$ cat config.mk
export PLATFORM = sky130hd
export DESIGN_NAME = dar_divider
export DESIGN_NICKNAME = d
export VERILOG_FILES = /design/src/hdl/dar_pkg.sv /design/src/hdl/dar_divider.sv
export SDC_FILE = /design/constraint.sdc
export NUM_CORES = 2
export LEC_CHECK = 0
export BUFFER_PORTS_ARGS = -buffer_cell sky130_fd_sc_hd__buf_2
export CAP_MARGIN = 20
export CORE_MARGIN = 2
export CORE_UTILIZATION = 38
export DETAILED_ROUTE_END_ITERATION = 10
export GPL_ROUTABILITY_DRIVEN = 0
export PLACE_DENSITY_LB_ADDON = 0.1
export SYNTH_ARGS = -nofsm -noshare
export SYNTH_HDL_FRONTEND = slang
export SYNTH_MEMORY_MAX_BITS = 65536
export SYNTH_SLANG_ARGS = --single-unit
$ cat constraint.sdc
create_clock -name clk -period 7.71 [get_ports clk]
set_input_delay 1.542 -clock clk [delete_from_list [all_inputs] [get_ports clk]]
set_output_delay 1.542 -clock clk [all_outputs]
set_load 0.02 [all_outputs]
$ cat src/hdl/dar_pkg.sv
// shared types, constants and angle table for the dial reading pipeline
// no dependencies
`timescale 1ns / 1ps
package dar_pkg;

  localparam int COORD_FRAC_BITS = 4;
  localparam int CORDIC_STEPS    = 16;
  localparam int VEC_W           = 40;
  localparam int ANG_W           = 20;
  localparam int SWEEP_W         = 22;
  localparam int NUM_W           = SWEEP_W + 16;
  localparam int QUO_W           = NUM_W;
  localparam int RATIO_W         = 20;

  localparam logic signed [ANG_W-1:0] HALF_PI = 20'sd102944;
  localparam logic signed [SWEEP_W-1:0] TWO_PI = 22'sd411775;
  localparam logic signed [RATIO_W-1:0] RATIO_MAX = 20'sd524287;
  localparam logic signed [RATIO_W-1:0] RATIO_MIN = 20'sh80000;

  localparam logic [0:0] REG_BEGIN = 1'b0;
  localparam logic [0:0] REG_END   = 1'b1;

  typedef struct packed {
    logic [15:0] center_x;
    logic [15:0] center_y;
    logic [15:0] start_x;
    logic [15:0] start_y;
    logic [15:0] stop_x;
    logic [15:0] stop_y;
    logic [15:0] head_x;
    logic [15:0] head_y;
  } request_t;

  typedef struct packed {
    logic signed [31:0]         reading;
    logic signed [RATIO_W-1:0]  sweep_ratio;
  } result_t;

  function automatic logic signed [ANG_W-1:0] atan_entry(input int i);
    logic signed [ANG_W-1:0] v;
    case (i)
      0: v = 20'sd51472;
      1: v = 20'sd30385;
      2: v = 20'sd16055;
      3: v = 20'sd8150;
      4: v = 20'sd4091;
      5: v = 20'sd2047;
      6: v = 20'sd1024;
      7: v = 20'sd512;
      8: v = 20'sd256;
      9: v = 20'sd128;
      10: v = 20'sd64;
      11: v = 20'sd32;
      12: v = 20'sd16;
      13: v = 20'sd8;
      14: v = 20'sd4;
      15: v = 20'sd2;
      16: v = 20'sd1;
      default: v = '0;
    endcase
    return v;
  endfunction

endpackage

$ cat src/hdl/dar_divider.sv
// pipelined restoring divider, one quotient bit per stage, magnitude form
// depends on dar_pkg
`timescale 1ns / 1ps
module dar_divider (
  input  logic                               clk,
  input  logic signed [dar_pkg::NUM_W-1:0]   num,
  input  logic signed [dar_pkg::SWEEP_W-1:0] den,
  output logic signed [dar_pkg::QUO_W:0]     quo
);
  import dar_pkg::*;

  localparam int N = NUM_W;

  logic [N-1:0]       nmag [0:N];
  logic [SWEEP_W-1:0] dmag [0:N];
  logic [SWEEP_W:0]   rem  [0:N];
  logic [N-1:0]       q    [0:N];
  logic               neg  [0:N];

  always_ff @(posedge clk) begin
    nmag[0] <= num[N-1] ? N'(-num) : N'(num);
    dmag[0] <= den[SWEEP_W-1] ? SWEEP_W'(-den) : SWEEP_W'(den);
    rem[0]  <= '0;
    q[0]    <= '0;
    neg[0]  <= num[N-1] ^ den[SWEEP_W-1];
  end

  for (genvar i = 0; i < N; i++) begin : g_bit
    logic [SWEEP_W+1:0] trial;
    assign trial = {rem[i], nmag[i][N-1-i]};
    always_ff @(posedge clk) begin
      nmag[i+1] <= nmag[i];
      dmag[i+1] <= dmag[i];
      neg[i+1]  <= neg[i];
      if (trial >= {2'b00, dmag[i]}) begin
        rem[i+1] <= (SWEEP_W+1)'(trial - {2'b00, dmag[i]});
        q[i+1]   <= q[i] | (N'(1) << (N-1-i));
      end else begin
        rem[i+1] <= trial[SWEEP_W:0];
        q[i+1]   <= q[i];
      end
    end
  end

  assign quo = neg[N] ? -$signed({1'b0, q[N]}) : $signed({1'b0, q[N]});
endmodule

== Yosys cells after proc, flatten, opt, wreduce, memory -nomap -nowiden ==
Memory sizes are Yosys's and may differ from the RTL's.
Index checks and enable logic that the tools add are counted.

* Bits in registers: 0
* Output and inout port bits: 39
* Memories: 5
* Word-level logic and storage cells: 354
* Input port bits: 61
* RAM bits: 4758

* Mux-type cells: 193
* Order comparisons: 38
* Bitwise operators: 77
* Add/subtract/negate cells: 41

{| class="wikitable"
|+ Memories
! name !! depth !! width !! rd ports !! clocked after memory_dff !! write ports !! line !! source
|-
| nmag || 39 || 38 || 38 || 0 || 39 || dar_divider.sv:14 || <nowiki>logic [N-1:0] nmag [0:N];</nowiki>
|-
| q || 39 || 38 || 39 || 0 || 39 || dar_divider.sv:17 || <nowiki>logic [N-1:0] q [0:N];</nowiki>
|-
| rem || 39 || 23 || 38 || 0 || 39 || dar_divider.sv:16 || <nowiki>logic [SWEEP_W:0] rem [0:N];</nowiki>
|-
| dmag || 39 || 22 || 38 || 0 || 39 || dar_divider.sv:15 || <nowiki>logic [SWEEP_W-1:0] dmag [0:N];</nowiki>
|-
| neg || 39 || 1 || 39 || 0 || 39 || dar_divider.sv:18 || <nowiki>logic neg [0:N];</nowiki>
|}

{| class="wikitable"
|+ Operators by type and width
! operator !! number
|-
| 38-bit 2-to-1 mux || 39
|-
| 24-bit by 22-bit greater-or-equal comparator with 1-bit output || 38
|-
| 23-bit 2-to-1 mux || 38
|-
| 23-bit by 22-bit subtractor with 23-bit output || 38
|-
| 1-bit 2-to-1 mux || 114
|-
| 1-bit OR || 76
|-
| 39-bit 2-to-1 mux || 1
|-
| 38-bit negation with 39-bit output || 1
|-
| 38-bit negation || 1
|-
| 22-bit 2-to-1 mux || 1
|-
| 22-bit negation || 1
|-
| 1-bit XOR || 1
|}

== Longest topological paths before layout ==
* Depth in word-level cells: 4
* Mapped depth: 15
* Depth with buffers taken out: 13

== Worst setup path after synthesis ==
Ideal clock, no wire load.

* Path kind: reg-to-output
* Start: memory q[38][13] in the netlist's numbering
* End: output port quo[33] in the netlist's numbering
* Path slack: 3.585 ns
* Path buffers: 0
* Stages on the path, launching flop included: 8
* Data required time: 6.168 ns
* Data arrival time: 2.583 ns
* Cell sequence: dfxtp_1 -> or4_1 -> nor4_2 -> nand4_1 -> or2_1 -> or4_1 -> o41ai_2 -> xnor2_1

{| class="wikitable"
|+ RTL lines
! what !! line !! source
|-
| from (decl) || dar_divider.sv:17 ||
|-
| to (decl) || dar_divider.sv:8 || <nowiki>output logic signed [dar_pkg::QUO_W:0] quo</nowiki>
|}

==> qor.yml <==
status: "finished, final reports clean"
grt_pass1_vias: 77380
portBuffers: 99
syn2layout_area_growth_pct: 14.56
routed_wl_mm: 262.1
crit_fanout: 4
root_buffer: "clkbuf_16"
final_nets: 12490
multiInputGateArea_mm2: 0.04749
arrival_ns: 3.86
maxSlewViolCount: 0
max_cap_viol_count: 0
synth_edf_count: 0
synth_cell_type_count: 90
syn_inst: 11310
dpl.cell_count: 15330
fin_cells: 15970
hold_path_class: "reg2reg"
clk_latency_ns: 0.90
dieWidth_um: 557.5
setup_ws_ns: 2.311
synth_area_leaders: "dfxtp_1 55%, ha_1 8.8%, a21oi_1 3.8%"
clockBufferDepth: 4
synth_nets: 12220
tightest_slew_ns: 1.021
clock_skew_ns: 0.05020
num_rows: 203
synth.most_common_cell: "dfxtp_1"
core-area_mm2: 0.3053
synthTopCellsByCount: "3,208 x dfxtp_1, 1,064 x inv_1, 877 x a21oi_1"
final_util: 0.4368
grt_pass1_wl_mm: 413.4
hpwlAfterDp_mm: 201.3
drt_iter0_markers: 4087
yosys_warnings: 0
worstPathRequired_ns: 6.17
holdBufCountCts: 0
cp-end-kind: "output pin"
drc: 0
synth_top_area_frac: 0.5517
period_needed_ns: 5.399
dpl_worst_slack_ns: 3.223
ant_nets: 0
finalSetupViolations: 0
grt_usage: 0.1649
crit_type: "reg2out"
antenna_found_initial: 9
start_util: 0.3813
mappedNetlistArea_mm2: 0.1164
cp-start-kind: "flop"
htreeDepth: 5
final.period_utilization: 0.7003
ios: 100
grt_max_degree: 46
vias: 77370
cts-resized-gates: 0
drive_above_1_share: 0.08177
cts_tree: "built"
relSlewSlack: 0.3020
power_density_mw_per_mm2: 449.2
viasPerCell: 4.845
synth.ff_latch_count: 3208
firstDrtPassIters: 5
yosys.area.top_type: "dfxtp_1"
numClockSinks: 3208
overflow: 0
numCtsBuffers: 338
tns_ns: 0
die_area_mm2: 0.3108
leakagePower_nw: 60.00
postCtsSetupBuffers: 0
rsz0062_at_grt: "no"
synth-main-ff-cell: "dfxtp_1"
nFillCells: 28910
path_clk_slew_ns: 0.06
max-vdd-ir-drop_mv: 0.1901
die_h_um: 557.5
synthArstFlopShare: 0
finalHoldViolCount: 0
seqCellArea_mm2: 0.06422
yosysSeqAreaShare: 0.5517
fmax_mhz: 185.2
avgSynthCellArea_um2: 10.30
wl_per_cell_um: 16.41
[kinds of logic after synthesis]
| group | after synthesis | share of synthesized area |
|---|---|---|
| adders and majority gates | 855 | 0.09422 |
| buffers and inverters | 1285 | 0.04169 |
| and+or+nand+nor | 2281 | 0.09325 |
| muxes | 195 | 0.01868 |
| AOI/OAI and AO/OA | 2727 | 0.1437 |
| DFF | 3208 | 0.5517 |
| xor gates and xnor gates | 754 | 0.05673 |
[critical path, stage by stage (launching register included)]
cell	delay [ns]
dfxtp_1	0.33
or4_1	0.60
nor4_2	0.21
nand4_1	0.23
or2_1	0.34
or4_1	0.58
o41ai_2	0.29
xnor2_1	0.18
buf_2	0.20
[power breakdown]
| group | switching, mW | internal (mW) | total, mW |
|---|---|---|---|
| sequential | 2.00 | 20.6 | 22.6 |
| combinational | 11.7 | 9.03 | 20.8 |
| clock | 6.66 | 9.90 | 16.6 |
| total | 20.4 | 39.5 | 59.9 |
[layout by cell type (no fill, tap or decap), drive strengths merged, types with 52 or more instances in the layout]
master,synthesis,final
o21bai,87,87
nand3,132,132
a21o,423,423
nor3,118,118
a31oi,83,83
inv,1065,1084
nand2,717,717
dfxtp,3208,3208
ha,819,819
nor2b,145,145
o31ai,69,69
nand2b,129,129
and3,65,65
a21oi,880,880
nor2,607,607
mux2,175,175
buf,33,148
clkinv,1,75
xnor2,459,459
o21ai,743,743
nand4,121,121
clkbuf,186,473
xor2,295,295
or3,52,52
o21a,83,83
[flip-flops by register name, indices dropped and copies added (netlist names)]
register / flops
q: 741
nmag: 741
neg: 39
dmag: 836
rem: 851
[per-stage QoR]
step                      power [mW]  area (um^2)  hold slack, ns
after global routing           64.04       133300          0.3092
final                          59.90       133400          0.3061
after floorplan                38.06       116400          0.3096
after CTS                      60.56       133300          0.2965
after global placement         43.24       121700          0.3098
after detailed placement       43.58       121700          0.3121
[metal layers]
metal,vias to the layer above,GRT usage,share of wire
met1,36130,0.2043,0.45
met2,1536,0.2837,0.47
met3,582,0.02144,0.039
met4,0,0.07578,0.044
met5,-,0,0
li1,39130,-,-
[path summary, 6_finish.rpt]
check	end	slack, ns	start	cells past startpoint
min reg2reg	q[26][23]	0.31	q[25][23]	0
max reg2reg	rem[1][120]	3.43	dmag[1][90]	11
max	quo[33]	2.31	q[38][13]	8
min	q[26][23]	0.31	q[25][23]	0
[layout make-up]
class / instances / area share
Clock inverter: 144 / 0.01417
Tap cell: 4100 / 0.03847
Sequential cell: 3208 / 0.4816
Multi-Input combinational cell: 6812 / 0.3561
Antenna cell: 19 / 0.0003565
Timing Repair Buffer: 148 / 0.006624
Clock buffer: 473 / 0.07273
Inverter: 1066 / 0.03000
(Power assumes the default switching activity.)
