--- src/hdl/dar_pkg.sv ---
// shared types, constants and angle table for the dial reading pipeline
// no dependencies
`timescale 1ns / 1ps
package dar_pkg;

  localparam int COORD_FRAC_BITS = 4;
  localparam int CORDIC_STEPS    = 16;
  localparam int VEC_W           = 40;
  localparam int ANG_W           = 20;
  localparam int SWEEP_W         = 22;
  localparam int NUM_W           = SWEEP_W + 16;
  localparam int QUO_W           = NUM_W;
  localparam int RATIO_W         = 20;

  localparam logic signed [ANG_W-1:0] HALF_PI = 20'sd102944;
  localparam logic signed [SWEEP_W-1:0] TWO_PI = 22'sd411775;
  localparam logic signed [RATIO_W-1:0] RATIO_MAX = 20'sd524287;
  localparam logic signed [RATIO_W-1:0] RATIO_MIN = 20'sh80000;

  localparam logic [0:0] REG_BEGIN = 1'b0;
  localparam logic [0:0] REG_END   = 1'b1;

  typedef struct packed {
    logic [15:0] center_x;
    logic [15:0] center_y;
    logic [15:0] start_x;
    logic [15:0] start_y;
    logic [15:0] stop_x;
    logic [15:0] stop_y;
    logic [15:0] head_x;
    logic [15:0] head_y;
  } request_t;

  typedef struct packed {
    logic signed [31:0]         reading;
    logic signed [RATIO_W-1:0]  sweep_ratio;
  } result_t;

  function automatic logic signed [ANG_W-1:0] atan_entry(input int i);
    logic signed [ANG_W-1:0] v;
    case (i)
      0: v = 20'sd51472;
      1: v = 20'sd30385;
      2: v = 20'sd16055;
      3: v = 20'sd8150;
      4: v = 20'sd4091;
      5: v = 20'sd2047;
      6: v = 20'sd1024;
      7: v = 20'sd512;
      8: v = 20'sd256;
      9: v = 20'sd128;
      10: v = 20'sd64;
      11: v = 20'sd32;
      12: v = 20'sd16;
      13: v = 20'sd8;
      14: v = 20'sd4;
      15: v = 20'sd2;
      16: v = 20'sd1;
      default: v = '0;
    endcase
    return v;
  endfunction

endpackage

--- src/hdl/dar_cordic.sv ---
// pipelined vectoring cordic, one micro-rotation per stage
// depends on dar_pkg
`timescale 1ns / 1ps
module dar_cordic (
  input  logic                               clk,
  input  logic signed [16:0]                 dx,
  input  logic signed [16:0]                 dy,
  output logic signed [dar_pkg::ANG_W-1:0]   angle
);
  import dar_pkg::*;

  localparam int N = CORDIC_STEPS;

  logic signed [VEC_W-1:0] xs [0:N];
  logic signed [VEC_W-1:0] ys [0:N];
  logic signed [ANG_W-1:0] zs [0:N];
  logic                    zero_in;
  logic                    zero_q [0:N];
  logic signed [VEC_W-1:0] x0, y0;

  assign x0 = VEC_W'(dx) <<< (20 - COORD_FRAC_BITS);
  assign y0 = VEC_W'(dy) <<< (20 - COORD_FRAC_BITS);
  assign zero_in = (dx == '0) && (dy == '0);

  // pre-rotation into the right half plane
  always_ff @(posedge clk) begin
    zero_q[0] <= zero_in;
    if (x0 < 0) begin
      if (y0 >= 0) begin
        xs[0] <= y0; ys[0] <= -x0; zs[0] <= HALF_PI;
      end else begin
        xs[0] <= -y0; ys[0] <= x0; zs[0] <= -HALF_PI;
      end
    end else begin
      xs[0] <= x0; ys[0] <= y0; zs[0] <= '0;
    end
  end

  for (genvar i = 0; i < N; i++) begin : g_step
    always_ff @(posedge clk) begin
      zero_q[i+1] <= zero_q[i];
      if (ys[i] > 0) begin
        xs[i+1] <= xs[i] + (ys[i] >>> i);
        ys[i+1] <= ys[i] - (xs[i] >>> i);
        zs[i+1] <= zs[i] + atan_entry(i);
      end else begin
        xs[i+1] <= xs[i] - (ys[i] >>> i);
        ys[i+1] <= ys[i] + (xs[i] >>> i);
        zs[i+1] <= zs[i] - atan_entry(i);
      end
    end
  end

  assign angle = zero_q[N] ? '0 : zs[N];
endmodule

--- config.mk ---
export PLATFORM = sky130hd
export DESIGN_NAME = dar_cordic
export DESIGN_NICKNAME = d
export VERILOG_FILES = /design/src/hdl/dar_pkg.sv /design/src/hdl/dar_cordic.sv
export SDC_FILE = /design/constraint.sdc
export NUM_CORES = 2
export LEC_CHECK = 0
export BUFFER_PORTS_ARGS = -buffer_cell sky130_fd_sc_hd__buf_2
export CAP_MARGIN = 20
export CORE_AREA = 2 2 437 439
export CTS_BUF_LIST = sky130_fd_sc_hd__clkbuf_8
export DETAILED_ROUTE_END_ITERATION = 6
export DIE_AREA = 0 0 439 441
export PLACE_DENSITY = 0.72
export SYNTH_ARGS = -nofsm -noshare
export SYNTH_HDL_FRONTEND = slang
export SYNTH_SLANG_ARGS = --single-unit
--- constraint.sdc ---
create_clock -name clk -period 6.8 [get_ports clk]
set_clock_uncertainty 0.2 [all_clocks]
set_input_delay 1.36 -clock clk [delete_from_list [all_inputs] [get_ports clk]]
set_output_delay 1.36 -clock clk [all_outputs]
set_load 0.03 [all_outputs]
### After elaboration in Yosys (flattened, before gate mapping)

Memories as Yosys holds them, arrays and structs flattened.
Index checks and enable logic that the tools add are counted.

* register bits: 0
* word-level logic and storage cells: 286
* output and inout port bits: 20
* RAM bits: 1717
* memories: 4
* input port bits: 35

* $add $sub $neg: 97
* bitwise operators: 54
* reduce and logical (&&, ||, !) cells: 3
* muxes and demuxes: 110
* magnitude comparators: 18

Memories
* xs: depth 17, width 40, read ports 16, clocked after memory_dff 0, write ports 17, line dar_cordic.sv:14 `logic signed [VEC_W-1:0] xs [0:N];`
* ys: depth 17, width 40, read ports 16, clocked after memory_dff 0, write ports 17, line dar_cordic.sv:15 `logic signed [VEC_W-1:0] ys [0:N];`
* zs: depth 17, width 20, read ports 17, clocked after memory_dff 0, write ports 17, line dar_cordic.sv:16 `logic signed [ANG_W-1:0] zs [0:N];`
* zero_q: depth 17, width 1, read ports 17, clocked after memory_dff 0, write ports 17, line dar_cordic.sv:18 `logic zero_q [0:N];`

Operators by type and width (count)
* 2-to-1 mux 40 bit: 36
* greater-than comparator 40 x 1 -> 1 bit (second input constant): 16
* 2-to-1 mux 20 bit: 19
* adder 40 x 25 -> 40 bit: 2
* adder 40 x 26 -> 40 bit: 2
* adder 40 x 27 -> 40 bit: 2
* adder 40 x 28 -> 40 bit: 2
* adder 40 x 29 -> 40 bit: 2
* adder 40 x 30 -> 40 bit: 2
* adder 40 x 31 -> 40 bit: 2
* adder 40 x 32 -> 40 bit: 2
* adder 40 x 33 -> 40 bit: 2
* adder 40 x 34 -> 40 bit: 2
* adder 40 x 35 -> 40 bit: 2
* adder 40 x 36 -> 40 bit: 2
* adder 40 x 37 -> 40 bit: 2
* adder 40 x 38 -> 40 bit: 2
* adder 40 x 39 -> 40 bit: 2
* negation 33 -> 40 bit: 2
* subtractor 40 x 25 -> 40 bit: 2
* subtractor 40 x 26 -> 40 bit: 2
* subtractor 40 x 27 -> 40 bit: 2
* subtractor 40 x 28 -> 40 bit: 2
* subtractor 40 x 29 -> 40 bit: 2
* 48 further kinds: 169

### Depth between registers and ports, before layout

* depth in word-level cells: 6
* gate-level depth with buffers: 30
* mapped depth without buffers: 27

### Worst setup path before layout

OpenSTA, ideal clock, no wires.

* path kind: reg-to-reg
* start point: memory ys[9][11]
* end point: memory xs[10][38]
* setup time: 0.072 ns
* cell stages (with the launch flop): 31
* clock period less this slack: 7.003 ns
* arrival time: 6.731 ns
* path buffers: 3
* path slack: -0.203 ns
* cell sequence: dfxtp_1 -> nor3_1 -> nand2_1 -> nor4_1 -> nand2_1 -> nor2_1 -> nand2_1 -> or2_2 -> clkbuf_1 -> nor4_2 -> nand4_1 -> nor2b_1 -> buf_2 -> inv_1 -> buf_2 -> nor2_1 -> xnor2_1 -> ha_1 -> a21o_1 -> a21oi_1 -> nor3_1 -> or3_1 -> o31ai_1 -> a211oi_1 -> a211o_1 -> a2111oi_0 -> nor3_1 -> a2111oi_0 -> o21bai_1 -> a21oi_1 -> xnor2_1

RTL lines (line)
* from (decl): dar_cordic.sv:15
* to (decl): dar_cordic.sv:14

==> results_dict.tcl <==
set metrics [dict create \
    synth_top_cell_by_area "dfxtp_1" \
    num_vias 89500 \
    preCtsSetupSlack_ps -228 \
    yosysUniqueCellTypes 96 \
    critPathMaxStageDelay_ps 550 \
    nNetsFinal 13800 \
    place.gp.congestion 0.965 \
    synth_most_common_cell "dfxtp_1" \
    synth_edf_count 48 \
    root_buffer "clkbuf_8" \
    clock.fmax_mhz 152 \
    min_period_ps 6590 \
    cts_tree "yes" \
    critPathTopFamily "compound AO/OA/AOI/OAI gates" \
    critPathLaunchType "flip-flop" \
    worstPathRequired_ps 7470 \
    crit_slowest_cell "or4_4" \
    crit_fanout 7 \
    worstPathArrival_ps 7260 \
    syn_area_per_cell_um2 8.43 \
    slew_headroom_pct 18.9 \
    io_buffers 53 \
    synthAdderAreaFrac_pct 16.2 \
    cts_hold_buf 0 \
    status "finished, final reports clean" \
    io_pins 55 \
    synthCells 12100 \
    cap_violations 0 \
    h-tree-depth 4 \
    crit_top_cell "buf_4" \
    drive_above_1_share_pct 7.37 \
    syn_area_um2 102000 \
    min_path_type "flip-flop to flip-flop" \
    rows 160 \
    drt_iter0_markers 6802 \
    synth_xor_area_share_pct 15.5 \
    grt_pass1_vias 85800 \
    die_h_um 441 \
    report.final.slew_viol_count 0 \
    dieArea_um2 194000 \
    finalSetupViolations 0 \
    finalWirelength_um 283000 \
    initial_utilization_pct 53.8 \
    synth_mux_area_share_pct 0.490 \
    setup-tns-final_ps 0 \
    path_class "flip-flop to flip-flop" \
    setup_ws_ps 210 \
    overflow 0 \
    grt_usage_pct 28.3 \
    antenna_found_initial 7 \
    synth_seq_cells 1380 \
    synth_top_family_by_area "compound AO/OA/AOI/OAI gates" \
    synth_compound_area_share_pct 21.4 \
    clk_pin_slew_ps 60 \
    fin_crit_sh_pct 96.9 \
    final_cells 15200 \
    grt_pass1_wl_um 451000 \
    die_x_um 439 \
    ant_nets 0 \
    dp.cells 14700 \
    clkSinkCount 1380 \
    area_growth_syn_to_layout_pct 10.7 \
    post-dp-hpwl_um 228000 \
    yosys_warnings 0 \
    cts_inserted_buffers 234 \
    synth_top_cell_area_share_pct 26.2 \
    clockBufferDepth 3 \
    core_um2 189000 \
    viasPerCell 5.89 \
    drt-wirelength-per-cell_um 18.6 \
    worst_setup_path_end_kind "flip-flop" \
    first_pass_iters 6 \
    post-route-drc-count 0 \
    hold_viol 0 \
    tightest_slew_ps 1200 \
    synth.area.top_cells "dfxtp_1, ha_1, xnor2_1, a21oi_1, xor2_1" \
    synth-seq-area-share_pct 27.6 \
    crit_buf_inv 3 \
    grt_max_degree 64 \
    nFillCells 16700 \
    synthSimpleGateAreaFrac_pct 15.8 \
    synthFlopType "dfxtp_1" \
    synth_common_cells "dfxtp_1, ha_1, xnor2_1" \
    postSynth.asyncResetShare_pct 0 \
    clock_latency_ps 1010 \
]
-- cell families after synthesis --
kind of cell	Yosys count
DFF	1380
other	2
and+or+nand+nor	3284
buffers and inverters	808
xor gates and xnor gates	1800
adders and majority gates	1293
muxes	47
AOI/OAI and AO/OA	3454
-- sequential cells by signal, summed over array words and instances (netlist names) --
signal and flops:
xs 508, ys 555, zero_q 17, zs 300
-- worst paths after layout --
kind,to,slack [ps],start,cells past startpoint
min,zs[14][1],100,zs[13][1],0
min reg2reg,zs[14][1],100,zs[13][1],0
max reg2reg,xs[7][38],210,ys[6][10],25
max,xs[7][38],210,ys[6][10],25
-- cells in the final DEF, fill, tap and decap left out, types with 54 or more instances in the layout --
master,Yosys,final
o31ai_1,164,159
a211oi_1,80,72
o21ai_0,707,690
nor2_1,988,981
and3_1,117,116
o21bai_1,177,177
a21oi_1,1133,1120
or3_1,115,113
nor3_1,297,291
ha_1,1255,1254
nand2b_1,181,181
and2_1,58,58
inv_1,606,665
xor2_1,596,596
a21o_1,461,461
conb_1,2,56
a21boi_0,79,78
o21a_1,125,125
buf_4,2,256
or2_2,54,54
a31oi_1,97,87
nor2b_1,167,164
nand4_1,63,63
clkbuf_8,0,277
o41ai_1,93,86
xnor2_1,1204,1203
buf_2,10,54
nor4_1,142,132
dfxtp_1,1332,1332
or4_1,73,72
nand2_1,694,693
nand3_1,232,231
-- area by class of cell --
class / instances / area (um^2) / share of cell area (%)
Sequential cell: 1380 / 28100 / 25.0
Tap cell: 2511 / 3140 / 2.79
Timing Repair Buffer: 317 / 2270 / 2.02
Multi-Input combinational cell: 9935 / 71400 / 63.4
Clock buffer: 277 / 3810 / 3.39
Clock inverter: 154 / 1580 / 1.40
Antenna cell: 5 / 12.5 / 0.0111
Inverter: 616 / 2320 / 2.06
-- metrics by stage --
stage / instance area, um^2 / hold slack [ps] / util [%]
after floorplan: 102000 / 110 / -
after global placement: 107000 / 110 / 56.3
after detailed placement: 107000 / 112 / 56.3
after CTS: 112000 / 95.8 / 59.2
after global routing: 113000 / 105 / 59.5
final: 113000 / 101 / 59.5
-- layer usage --
layer  share of wire (%)  track usage (%)  vias to the layer above
met3                 6.2             4.21                      553
met5              0.0046                0                        -
li1                    -                -                    44100
met4                 2.9             8.86                        2
met1                  44             37.0                    42300
met2                  47             47.9                     2629
-- what timing repair did --
action,in CTS,in global routing
pin swaps,0,17
gates resized for setup,15,117
buffers inserted,0,12
endpoints found under the setup margin,15,128
gates cloned,0,1
Power is not shown: default switching activity piles up to over one toggle a cycle in this logic, so the estimate is an artifact.
